===== config.mk =====
export PLATFORM = sky130hd
export DESIGN_NAME = igmpv3_report_group_extractor
export DESIGN_NICKNAME = d
export VERILOG_FILES = /design/src/igmp_rge_pkg.sv /design/src/igmp_rge_parser.sv /design/src/igmp_rge_out_stage.sv /design/src/igmpv3_report_group_extractor.sv
export SDC_FILE = /design/constraint.sdc
export NUM_CORES = 1
export LEC_CHECK = 0
export ABC_AREA = 1
export BUFFER_PORTS_ARGS = -buffer_cell sky130_fd_sc_hd__buf_4
export CAP_MARGIN = 20
export CORE_MARGIN = 3
export CORE_UTILIZATION = 62
export CTS_BUF_LIST = sky130_fd_sc_hd__clkbuf_4 sky130_fd_sc_hd__clkbuf_8 sky130_fd_sc_hd__clkbuf_16
export DETAILED_ROUTE_END_ITERATION = 6
export PLACE_DENSITY = 0.81
export SLEW_MARGIN = 0
export SYNTH_ARGS = -nofsm -noshare
export SYNTH_HDL_FRONTEND = slang
export SYNTH_SLANG_ARGS = --single-unit

===== constraint.sdc =====
create_clock -name aclk -period 5.55 [get_ports aclk]
set_input_delay 1.11 -clock aclk [delete_from_list [all_inputs] [get_ports aclk]]
set_output_delay 1.11 -clock aclk [all_outputs]
set_load 0.1 [all_outputs]

===== src/igmp_rge_pkg.sv =====
// Shared types and constants for the IGMPv3 report group extractor.
package igmp_rge_pkg;

    // Default packet length limit in bytes; later bytes are ignored.
    localparam int MAX_PACKET_BYTES_DEF = 256;

    // Reset value of the matched record type (change-to-exclude).
    localparam logic [7:0] MATCH_TYPE_RESET = 8'd4;

    // Protocol constants.
    localparam logic [3:0] IP_VERSION_4     = 4'd4;
    localparam logic [3:0] IHL_MIN          = 4'd5;
    localparam logic [7:0] IP_PROTO_IGMP    = 8'd2;
    localparam logic [7:0] IGMP_V3_REPORT   = 8'h22;
    localparam int         IP_PROTO_OFFSET  = 9;

    // Parse phase codes.
    localparam logic [2:0] PH_IP   = 3'd0;
    localparam logic [2:0] PH_IGMP = 3'd1;
    localparam logic [2:0] PH_REC  = 3'd2;
    localparam logic [2:0] PH_SKIP = 3'd3;
    localparam logic [2:0] PH_IDLE = 3'd4;

    // Byte positions within the IGMP header and within a group record.
    localparam logic [2:0] IDX_TYPE       = 3'd0;
    localparam logic [2:0] IDX_AUX_LEN    = 3'd1;
    localparam logic [2:0] IDX_COUNT_HI   = 3'd2;
    localparam logic [2:0] IDX_COUNT_LO   = 3'd3;
    localparam logic [2:0] IDX_NREC_HI    = 3'd6;
    localparam logic [2:0] IDX_LAST       = 3'd7;

    // One packet byte on the input channel.
    typedef struct packed {
        logic [7:0] data_byte;
        logic       last_byte;
    } in_item_t;

    // One reported group on the output channel.
    typedef struct packed {
        logic [31:0] group_address;
        logic [15:0] record_number;
    } out_item_t;

    // Result handed from the parser to the output stage.
    typedef struct packed {
        logic      valid;
        out_item_t item;
    } result_t;

endpackage


===== src/igmp_rge_parser.sv =====
// Byte-wise IPv4/IGMPv3 parser that walks group records and flags matches.
module igmp_rge_parser #(
    parameter int MAX_PACKET_BYTES = igmp_rge_pkg::MAX_PACKET_BYTES_DEF
) (
    input  logic                   aclk,
    input  logic                   aresetn,
    input  logic                   in_take,
    input  igmp_rge_pkg::in_item_t in_item,
    input  logic [7:0]             match_record_type,
    output igmp_rge_pkg::result_t  result
);
    import igmp_rge_pkg::*;

    localparam int OFFSET_W = $clog2(MAX_PACKET_BYTES + 1);

    logic [OFFSET_W-1:0] byte_offset_reg, byte_offset_next;
    logic [2:0]          parse_phase_reg, parse_phase_next;
    logic [5:0]          header_bytes_reg, header_bytes_next;
    logic [15:0]         records_left_reg, records_left_next;
    logic [15:0]         record_count_seen_reg, record_count_seen_next;
    logic [18:0]         skip_left_reg, skip_left_next;
    logic [2:0]          record_byte_index_reg, record_byte_index_next;
    logic [7:0]          current_record_type_reg, current_record_type_next;
    logic [7:0]          aux_words_reg, aux_words_next;
    logic [15:0]         source_count_reg, source_count_next;
    logic [31:0]         address_shift_reg, address_shift_next;

    logic [7:0]          b;
    logic                in_window;
    logic [15:0]         records_dec;
    logic [18:0]         skip_total;
    logic [18:0]         skip_dec;

    assign b           = in_item.data_byte;
    assign in_window   = byte_offset_reg < OFFSET_W'(MAX_PACKET_BYTES);
    assign records_dec = records_left_reg - 16'd1;
    assign skip_total  = {1'b0, source_count_reg, 2'b00}
                       + {9'd0, aux_words_reg, 2'b00};
    assign skip_dec    = (skip_left_reg != '0) ? skip_left_reg - 19'd1 : skip_left_reg;

    // Next-state logic for one accepted byte.
    always_comb begin
        byte_offset_next         = byte_offset_reg;
        parse_phase_next         = parse_phase_reg;
        header_bytes_next        = header_bytes_reg;
        records_left_next        = records_left_reg;
        record_count_seen_next   = record_count_seen_reg;
        skip_left_next           = skip_left_reg;
        record_byte_index_next   = record_byte_index_reg;
        current_record_type_next = current_record_type_reg;
        aux_words_next           = aux_words_reg;
        source_count_next        = source_count_reg;
        address_shift_next       = address_shift_reg;
        result.valid             = 1'b0;
        result.item.group_address = address_shift_reg;
        result.item.record_number = record_count_seen_reg;

        if (in_window) begin
            byte_offset_next = byte_offset_reg + 1'b1;
            unique case (parse_phase_reg)
                PH_IP: begin
                    if (byte_offset_reg == '0 &&
                        (b[7:4] != IP_VERSION_4 || b[3:0] < IHL_MIN)) begin
                        parse_phase_next = PH_IDLE;
                    end else if (byte_offset_reg == OFFSET_W'(IP_PROTO_OFFSET) &&
                                 b != IP_PROTO_IGMP) begin
                        parse_phase_next = PH_IDLE;
                    end else begin
                        if (byte_offset_reg == '0) begin
                            header_bytes_next = {b[3:0], 2'b00};
                        end
                        // Header length is known from byte 0 on.
                        if (byte_offset_reg + 1'b1 == OFFSET_W'(header_bytes_next)) begin
                            parse_phase_next       = PH_IGMP;
                            record_byte_index_next = '0;
                        end
                    end
                end
                PH_IGMP: begin
                    if (record_byte_index_reg == IDX_TYPE && b != IGMP_V3_REPORT) begin
                        parse_phase_next = PH_IDLE;
                    end else if (record_byte_index_reg == IDX_LAST) begin
                        records_left_next      = {records_left_reg[15:8], b};
                        record_count_seen_next = '0;
                        record_byte_index_next = '0;
                        parse_phase_next = ({records_left_reg[15:8], b} == '0) ?
                                           PH_IDLE : PH_REC;
                    end else begin
                        if (record_byte_index_reg == IDX_NREC_HI) begin
                            records_left_next = {b, 8'd0};
                        end
                        record_byte_index_next = record_byte_index_reg + 3'd1;
                    end
                end
                PH_REC: begin
                    case (record_byte_index_reg)
                        IDX_TYPE:     current_record_type_next = b;
                        IDX_AUX_LEN:  aux_words_next = b;
                        IDX_COUNT_HI: source_count_next = {b, 8'd0};
                        IDX_COUNT_LO: source_count_next = {source_count_reg[15:8], b};
                        default:      address_shift_next = {address_shift_reg[23:0], b};
                    endcase
                    if (record_byte_index_reg == IDX_LAST) begin
                        // Record header complete: report and set up the skip.
                        result.valid = (current_record_type_reg == match_record_type);
                        result.item.group_address = address_shift_next;
                        skip_left_next         = skip_total;
                        records_left_next      = records_dec;
                        record_count_seen_next = record_count_seen_reg + 16'd1;
                        record_byte_index_next = '0;
                        if (skip_total != '0) begin
                            parse_phase_next = PH_SKIP;
                        end else begin
                            parse_phase_next = (records_dec == '0) ? PH_IDLE : PH_REC;
                        end
                    end else begin
                        record_byte_index_next = record_byte_index_reg + 3'd1;
                    end
                end
                PH_SKIP: begin
                    skip_left_next = skip_dec;
                    if (skip_dec == '0) begin
                        record_byte_index_next = '0;
                        parse_phase_next = (records_left_reg == '0) ? PH_IDLE : PH_REC;
                    end
                end
                default: begin
                end
            endcase
        end

        // The final byte of a packet returns the parser to its start.
        if (in_item.last_byte) begin
            byte_offset_next         = '0;
            parse_phase_next         = PH_IP;
            header_bytes_next        = '0;
            records_left_next        = '0;
            record_count_seen_next   = '0;
            skip_left_next           = '0;
            record_byte_index_next   = '0;
            current_record_type_next = '0;
            aux_words_next           = '0;
            source_count_next        = '0;
            address_shift_next       = '0;
        end
        if (!in_take) begin
            result.valid = 1'b0;
        end
    end

    // Parse state registers, updated on each input transfer.
    always_ff @(posedge aclk) begin
        if (!aresetn) begin
            byte_offset_reg         <= '0;
            parse_phase_reg         <= PH_IP;
            header_bytes_reg        <= '0;
            records_left_reg        <= '0;
            record_count_seen_reg   <= '0;
            skip_left_reg           <= '0;
            record_byte_index_reg   <= '0;
            current_record_type_reg <= '0;
            aux_words_reg           <= '0;
            source_count_reg        <= '0;
            address_shift_reg       <= '0;
        end else if (in_take) begin
            byte_offset_reg         <= byte_offset_next;
            parse_phase_reg         <= parse_phase_next;
            header_bytes_reg        <= header_bytes_next;
            records_left_reg        <= records_left_next;
            record_count_seen_reg   <= record_count_seen_next;
            skip_left_reg           <= skip_left_next;
            record_byte_index_reg   <= record_byte_index_next;
            current_record_type_reg <= current_record_type_next;
            aux_words_reg           <= aux_words_next;
            source_count_reg        <= source_count_next;
            address_shift_reg       <= address_shift_next;
        end
    end

endmodule


===== src/igmp_rge_out_stage.sv =====
// Output register with a skid entry; the input side waits only while both entries are full.
module igmp_rge_out_stage (
    input  logic                    aclk,
    input  logic                    aresetn,
    input  igmp_rge_pkg::result_t   push,
    output logic                    push_ready,
    output logic                    m_valid,
    input  logic                    m_ready,
    output igmp_rge_pkg::out_item_t m_data
);
    import igmp_rge_pkg::*;

    logic      out_valid_reg;
    out_item_t out_data_reg;
    logic      skid_valid_reg;
    out_item_t skid_data_reg;
    logic      pop;

    assign pop        = out_valid_reg && m_ready;
    assign push_ready = !skid_valid_reg;
    assign m_valid    = out_valid_reg;
    assign m_data     = out_data_reg;

    // Valid flags.
    always_ff @(posedge aclk) begin
        if (!aresetn) begin
            out_valid_reg  <= 1'b0;
            skid_valid_reg <= 1'b0;
        end else if (pop) begin
            if (skid_valid_reg) begin
                skid_valid_reg <= 1'b0;
            end else begin
                out_valid_reg <= push.valid;
            end
        end else if (push.valid) begin
            if (out_valid_reg) begin
                skid_valid_reg <= 1'b1;
            end else begin
                out_valid_reg <= 1'b1;
            end
        end
    end

    // Payload registers.
    always_ff @(posedge aclk) begin
        if (pop) begin
            if (skid_valid_reg) begin
                out_data_reg <= skid_data_reg;
            end else if (push.valid) begin
                out_data_reg <= push.item;
            end
        end else if (push.valid) begin
            if (out_valid_reg) begin
                skid_data_reg <= push.item;
            end else begin
                out_data_reg <= push.item;
            end
        end
    end

endmodule


===== src/igmpv3_report_group_extractor.sv =====
// Top level of the IGMPv3 membership report group extractor.
//
// The s_ channel takes one IPv4 packet byte per transfer, starting at header
// byte 0, with last_byte set on the final byte. The block checks IP version 4,
// protocol IGMP and report type 0x22, walks the group records, and for each
// record whose type equals the configured value sends the group address and
// record index on the m_ channel. Other packets produce nothing.
// The cfg_ channel writes the record type to match; cfg_ready is always high.
// One byte is accepted per cycle when s_ready is high. A result is registered
// in the output stage on the transfer of the last byte of its record header.
// A two-entry output register (output plus skid entry) parts the channels:
// s_ready drops only while both entries hold results the receiver has not
// taken, so a stalled receiver backs up the input after two pending results.
// Reset clears all parse state, empties the output, and sets the matched type
// to 4 (change-to-exclude). Bytes past MAX_PACKET_BYTES are ignored until
// last_byte.
module igmpv3_report_group_extractor #(
    parameter int MAX_PACKET_BYTES = igmp_rge_pkg::MAX_PACKET_BYTES_DEF
) (
    input  logic                    aclk,
    input  logic                    aresetn,
    input  logic                    s_valid,
    output logic                    s_ready,
    input  igmp_rge_pkg::in_item_t  s_data,
    output logic                    m_valid,
    input  logic                    m_ready,
    output igmp_rge_pkg::out_item_t m_data,
    input  logic                    cfg_valid,
    output logic                    cfg_ready,
    input  logic [7:0]              cfg_data
);
    import igmp_rge_pkg::*;

    logic [7:0] match_record_type_reg;
    logic       in_take;
    result_t    result;

    assign cfg_ready = 1'b1;
    assign in_take   = s_valid && s_ready;

    // Matched record type register.
    always_ff @(posedge aclk) begin
        if (!aresetn) begin
            match_record_type_reg <= MATCH_TYPE_RESET;
        end else if (cfg_valid) begin
            match_record_type_reg <= cfg_data;
        end
    end

    igmp_rge_parser #(
        .MAX_PACKET_BYTES(MAX_PACKET_BYTES)
    ) u_parser (
        .aclk              (aclk),
        .aresetn           (aresetn),
        .in_take           (in_take),
        .in_item           (s_data),
        .match_record_type (match_record_type_reg),
        .result            (result)
    );

    igmp_rge_out_stage u_out_stage (
        .aclk       (aclk),
        .aresetn    (aresetn),
        .push       (result),
        .push_ready (s_ready),
        .m_valid    (m_valid),
        .m_ready    (m_ready),
        .m_data     (m_data)
    );

endmodule

==> reports/metrics.csv, run 1 <==
metric,value,unit
status,finished clean,
area_delta_synth_final,12.27,%
dp_hpwl,21.92,mm
insertion_delay,0.54,ns
p_leak,6.292,nW
ir_drop,0.2627,mV
synth_most_common_cell,nand2_1,
wl_per_cell,15.52,um
vias_per_cell,5.611,
skew,0.01627,ns
drv_slew,0,
yosys-top-cells-count,"nand2_1, inv_1, nor2_1, dfxtp_1, a21oi_1",
crit_path_start,u_parser.parse_phase_reg[2],
grt_use_total,27.41,%
cts_hold_buf,0,
place_ws,2.021,ns
grt_max_degree,72,
path_clk_slew,0.06,ns
post_cts_resized,0,
fin_crit,3.097,ns
critPathLaunchType,register,
synth_cell_types,49,
die_w,150.3,um
coreArea,20360,um2
worst_pin_slew,0.9840,ns
clk_path_buf_depth,3,
worst_ep_required_time,5.71,ns
r2r-start,u_parser.parse_phase_reg[2],
die-height,150.3,um
postRouteAntennaNets,0,
htreeDepth,1,
wirelength,31.67,mm
async_reset_ff_share,0,%
endpoint_kind,register,
yosys-top-cells-area,"dfxtp_1, edfxtp_1, nand2_1",
gp_congestion,0.9663,
clock.fmax,0.3229,GHz
setup_ws,2.453,ns
antenna_found_initial,1,
cap_violations,0,
placed_area,13600,um2
synth_largest_area_cell,dfxtp_1,
timing.final.crit_share,55.81,%
grt_pass1_vias,10305,
grt_pass1_wl,50.78,mm
start_util,63.39,%
synthCells,1704,
die_area,22590,um2
instances_no_fill,2041,
nets,1796,
drc,0,
dp.cells,1992,
synth_top_area_share,22.64,%
syn_area,12910,um2
ys_warn_count,0,
drt_iter0_markers,869,
rsz0062_at_grt,no,
finalSetupViolations,0,
tns,0,ns
synth_seq_cells,242,
num_vias,11453,
clkSinkCount,242,
clockRootBuffer,clkbuf_16,
maxSlewHeadroom,34.40,%
p_per_area,299.7,nW/um2
finalHoldViolCount,0,
worstPathArrival,3.26,ns
numCtsBuffers,25,
syn_area_per_cell,7.576,um2
cts_tree,yes,
final_area,14490,um2
critical_path_class,register to register,
hp-class,register to register,
io_pins,73,
drtPass1Iterations,6,
crit_path_max_fanout,64,
grt_overflow,0,
placementRows,52,
timing.hold.worst.start,u_parser.header_bytes_reg[1],
drive_gt1_share,12.82,%
seq_area_frac_synth,44.97,%
portBuffers,71,
synth_edf_count,96,
ys.flop_type,dfxtp_1,
syn-num-nets,1749,
cts_setup_buffers,0,
==> final cells by class <==
class | instances | area [um2]
Fill cell | 1650 | 5871
Clock buffer | 32 | 690.7
Clock inverter | 14 | 166.4
Inverter | 186 | 699.4
Timing Repair Buffer | 83 | 643.1
Antenna cell | 1 | 2.502
Sequential cell | 242 | 5806
Multi-Input combinational cell | 1213 | 6148
Tap cell | 270 | 337.8
==> metrics by stage <==
stage	power [mW]	hold WS [ns]	util, %
after floorplan	2.465	0.4151	-
after global placement	2.599	0.4241	66.78
after detailed placement	2.618	0.4375	66.78
after CTS	4.347	0.4477	70.99
after global routing	4.524	0.4672	71.17
final	4.344	0.4438	71.17
==> routing by layer <==
layer | share of wire (%) | wire length, um | vias to the layer above | GRT usage, %
li1 | - | - | 5719 | -
met1 | 45 | 14150 | 5315 | 37.76
met2 | 48 | 15140 | 354 | 46.45
met3 | 4.8 | 1525 | 65 | 2.649
met4 | 2.7 | 856 | 0 | 7.411
met5 | 0 | 0 | - | 0
==> critical path, stage by stage, from the launching register on <==
cell     delay, ns
dfxtp_1       0.36
nor2_1        0.18
nand2_2       0.29
inv_2         0.24
nand3_2       0.07
buf_4         0.31
nor3_1        0.27
nand4_1       0.22
nor2_4        0.13
buf_4         0.53
==> cell families (layout without fill, tap and decap cells) <==
kind of cell	count (synthesis)	count (layout)	share of synthesized area, %
AO/OA/AOI/OAI	295	295	12.34
flip-flops	242	242	44.97
XOR/XNOR	23	23	1.560
adder cells (fa/ha/maj)	23	23	2.287
buffers and inverters	249	315	7.540
AND/OR/NAND/NOR	836	836	28.22
multiplexers	35	35	3.053
other	1	2	0.02905
==> where the power goes <==
group / internal (mW) / switching [mW] / leakage, nW / total (mW)
Combinational: 0.212 / 0.482 / 3.75 / 0.693
Clock: 1.03 / 0.716 / 0.427 / 1.75
Sequential: 1.87 / 0.0336 / 2.11 / 1.91
Total: 3.11 / 1.23 / 6.29 / 4.34
==> worst paths after layout <==
kind,slack (ns),endpoint,cells after the start
max,2.45,u_out_stage.skid_data_reg[16],9
max reg2reg,2.45,u_out_stage.skid_data_reg[16],9
min reg2reg,0.44,u_parser.header_bytes_reg[1],2
min,0.44,u_parser.header_bytes_reg[1],2
==> cells in the final DEF, fill, tap and decap left out, types with 25 or more instances in the layout <==
cell type / n
a21oi_1: 144
buf_4: 82
clkbuf_16: 25
dfxtp_1: 146
edfxtp_1: 96
inv_1: 169
mux2_2: 35
nand2_1: 467
nand3_1: 109
nand4_1: 31
nor2_1: 146
o21ai_0: 97
Note: power is estimated with default switching activity, not from simulation.
==> run 2: changes to the inputs <==
- clock period: 5.55 -> 3.1 ns (I/O delays scaled with it)
==> reports/metrics.csv, run 2 (synthesis results as in run 1) <==
metric,value,unit
cap_violations,0,
post_cts_resized,0,
cts_tree,yes,
ir_drop,0.4903,mV
clkSinkCount,242,
grt_pass1_wl,52.63,mm
p_sw_share,28.36,%
violations,design-rule violations,
die-height,150.3,um
portBuffers,71,
critPathLaunchType,register,
drive_gt1_share,13.51,%
grt_pass1_vias,10754,
area_delta_synth_final,13.37,%
placementRows,52,
final_common_cell,nand2_1,
worst_pin_slew,0.6529,ns
drv_slew,0,
antenna_found_initial,2,
numCtsBuffers,25,
pwr-share-clk,40.1,%
clk_path_buf_depth,3,
p_seq_share,43.6,%
rsz0062_at_grt,no,
pwr-share-comb,16.3,%
drc,17,
vias_per_cell,5.685,
crit_path_max_fanout,64,
finalHoldViolCount,0,
io_pins,73,
path_cells,ha_4 > ha_1 > clkinv_1 > nand4_1 > buf_12 > nand2_1 > o21ai_0 > o21ai_0 > mux2_2,
cpMostUsedCell,o21ai_0,
maxSlewHeadroom,56.47,%
endpoint_kind,register,
postRouteAntennaNets,0,
instances_no_fill,2048,
clock.fmax,0.3928,GHz
slowest_delay,0.42,ns
coreArea,20360,um2
clockRootBuffer,clkbuf_16,
num_vias,11643,
final_cell_mix,"nand2_1, inv_1, nor2_1, a21oi_1, dfxtp_1",
htreeDepth,1,
p_leak,6.342,nW
finalSetupViolations,0,
crit_family,adder cells,
grt_max_degree,65,
timing.final.crit_share,82.12,%
p_switching,2.221,mW
gp_congestion,0.9361,
fin_crit,2.546,ns
die_area,22590,um2
die_w,150.3,um
skew,0.02040,ns
p_per_area,535.1,nW/um2
p_int,5.610,mW
cts_hold_buf,0,
grt_overflow,0,
critical_path_class,register to register,
final_area,14640,um2
cp_slowest_cell,ha_1,
start_util,63.39,%
worstPathArrival,2.83,ns
wirelength,32.25,mm
drtPass1Iterations,7,
nets,1802,
dp.cells,2000,
wl_per_cell,15.75,um
dp_hpwl,21.97,mm
cp.buffers_inverters,2,
cts_setup_buffers,0,
insertion_delay,0.54,ns
status,"complete, but fails checks",
placed_area,13770,um2
grt_use_total,28.12,%
hp-class,input pin to register,
path_clk_slew,0.06,ns
drt_iter0_markers,999,
worst_ep_required_time,3.39,ns
## run 2: changes by cell type in the layout (fill, tap and decap cells not counted), sizes merged
cell    previous run  this run
inv              185       184
buf               83        89
diode              1         2
clkbuf            32        33
## run 2: final timing paths
kind,start,end,slack [ns],depth (start not counted)
worst max-delay path,u_parser.record_byte_index_reg[1],u_out_stage.m_data[19],0.55,9
worst min-delay path,cfg_data[2],match_record_type_reg[2],0.30,3
worst max register to register,u_parser.record_byte_index_reg[1],u_out_stage.m_data[19],0.55,9
worst min register to register,u_parser.header_bytes_reg[1],u_parser.header_bytes_reg[1],0.45,2
## run 2: cell type report
type,count,area (um2)
repair buffers,89,730.7
well taps,270,337.8
multi-input cells,1213,6197
flip-flops and latches,242,5809
clock inverters,13,146.4
diodes,2,5.005
fillers,1595,5729
inverters,186,699.4
clock buffers,33,709.4
## run 2: per-layer routing
| layer | vias up | share of wire [%] | GRT usage [%] |
|---|---|---|---|
| met2 | 428 | 48 | 47.50 |
| met3 | 59 | 6.3 | 3.492 |
| li1 | 5758 | - | - |
| met5 | - | 0 | 0 |
| met1 | 5398 | 44 | 38.49 |
| met4 | 0 | 2.1 | 7.365 |
## run 2: metrics by stage
| step | total power [mW] | utilization, % | hold slack [ns] | worst slack [ns] | TNS [ns] |
|---|---|---|---|---|---|
| 2_1_floorplan | 4.419 | - | 0.4151 | -0.004997 | -0.2399 |
| 6_report | 7.831 | 71.87 | 0.3023 | 0.5543 | 0 |
| 5_1_grt | 8.157 | 71.87 | 0.2985 | 0.3749 | 0 |
| 3_5_place_dp | 4.725 | 67.64 | 0.4321 | 0.4026 | 0 |
| 4_1_cts | 7.813 | 71.84 | 0.3006 | 0.5736 | 0 |
| 3_3_place_gp | 4.693 | 67.64 | 0.4260 | 0.4493 | 0 |
## run 2: power by group through the flow
stage / Sequential [mW] / Clock, mW / Combinational (mW)
4_1_cts: 3.41 / 3.14 / 1.26
6_report: 3.42 / 3.14 / 1.28
5_1_grt: 3.42 / 3.29 / 1.44
2_1_floorplan: 3.47 / 0 / 0.953
3_3_place_gp: 3.48 / 0 / 1.21
3_5_place_dp: 3.48 / 0 / 1.24
## run 2: worst min-delay path, stage by stage
cell,delay (ns)
buf_4,0.07
nand2_1,0.04
nand3_1,0.06
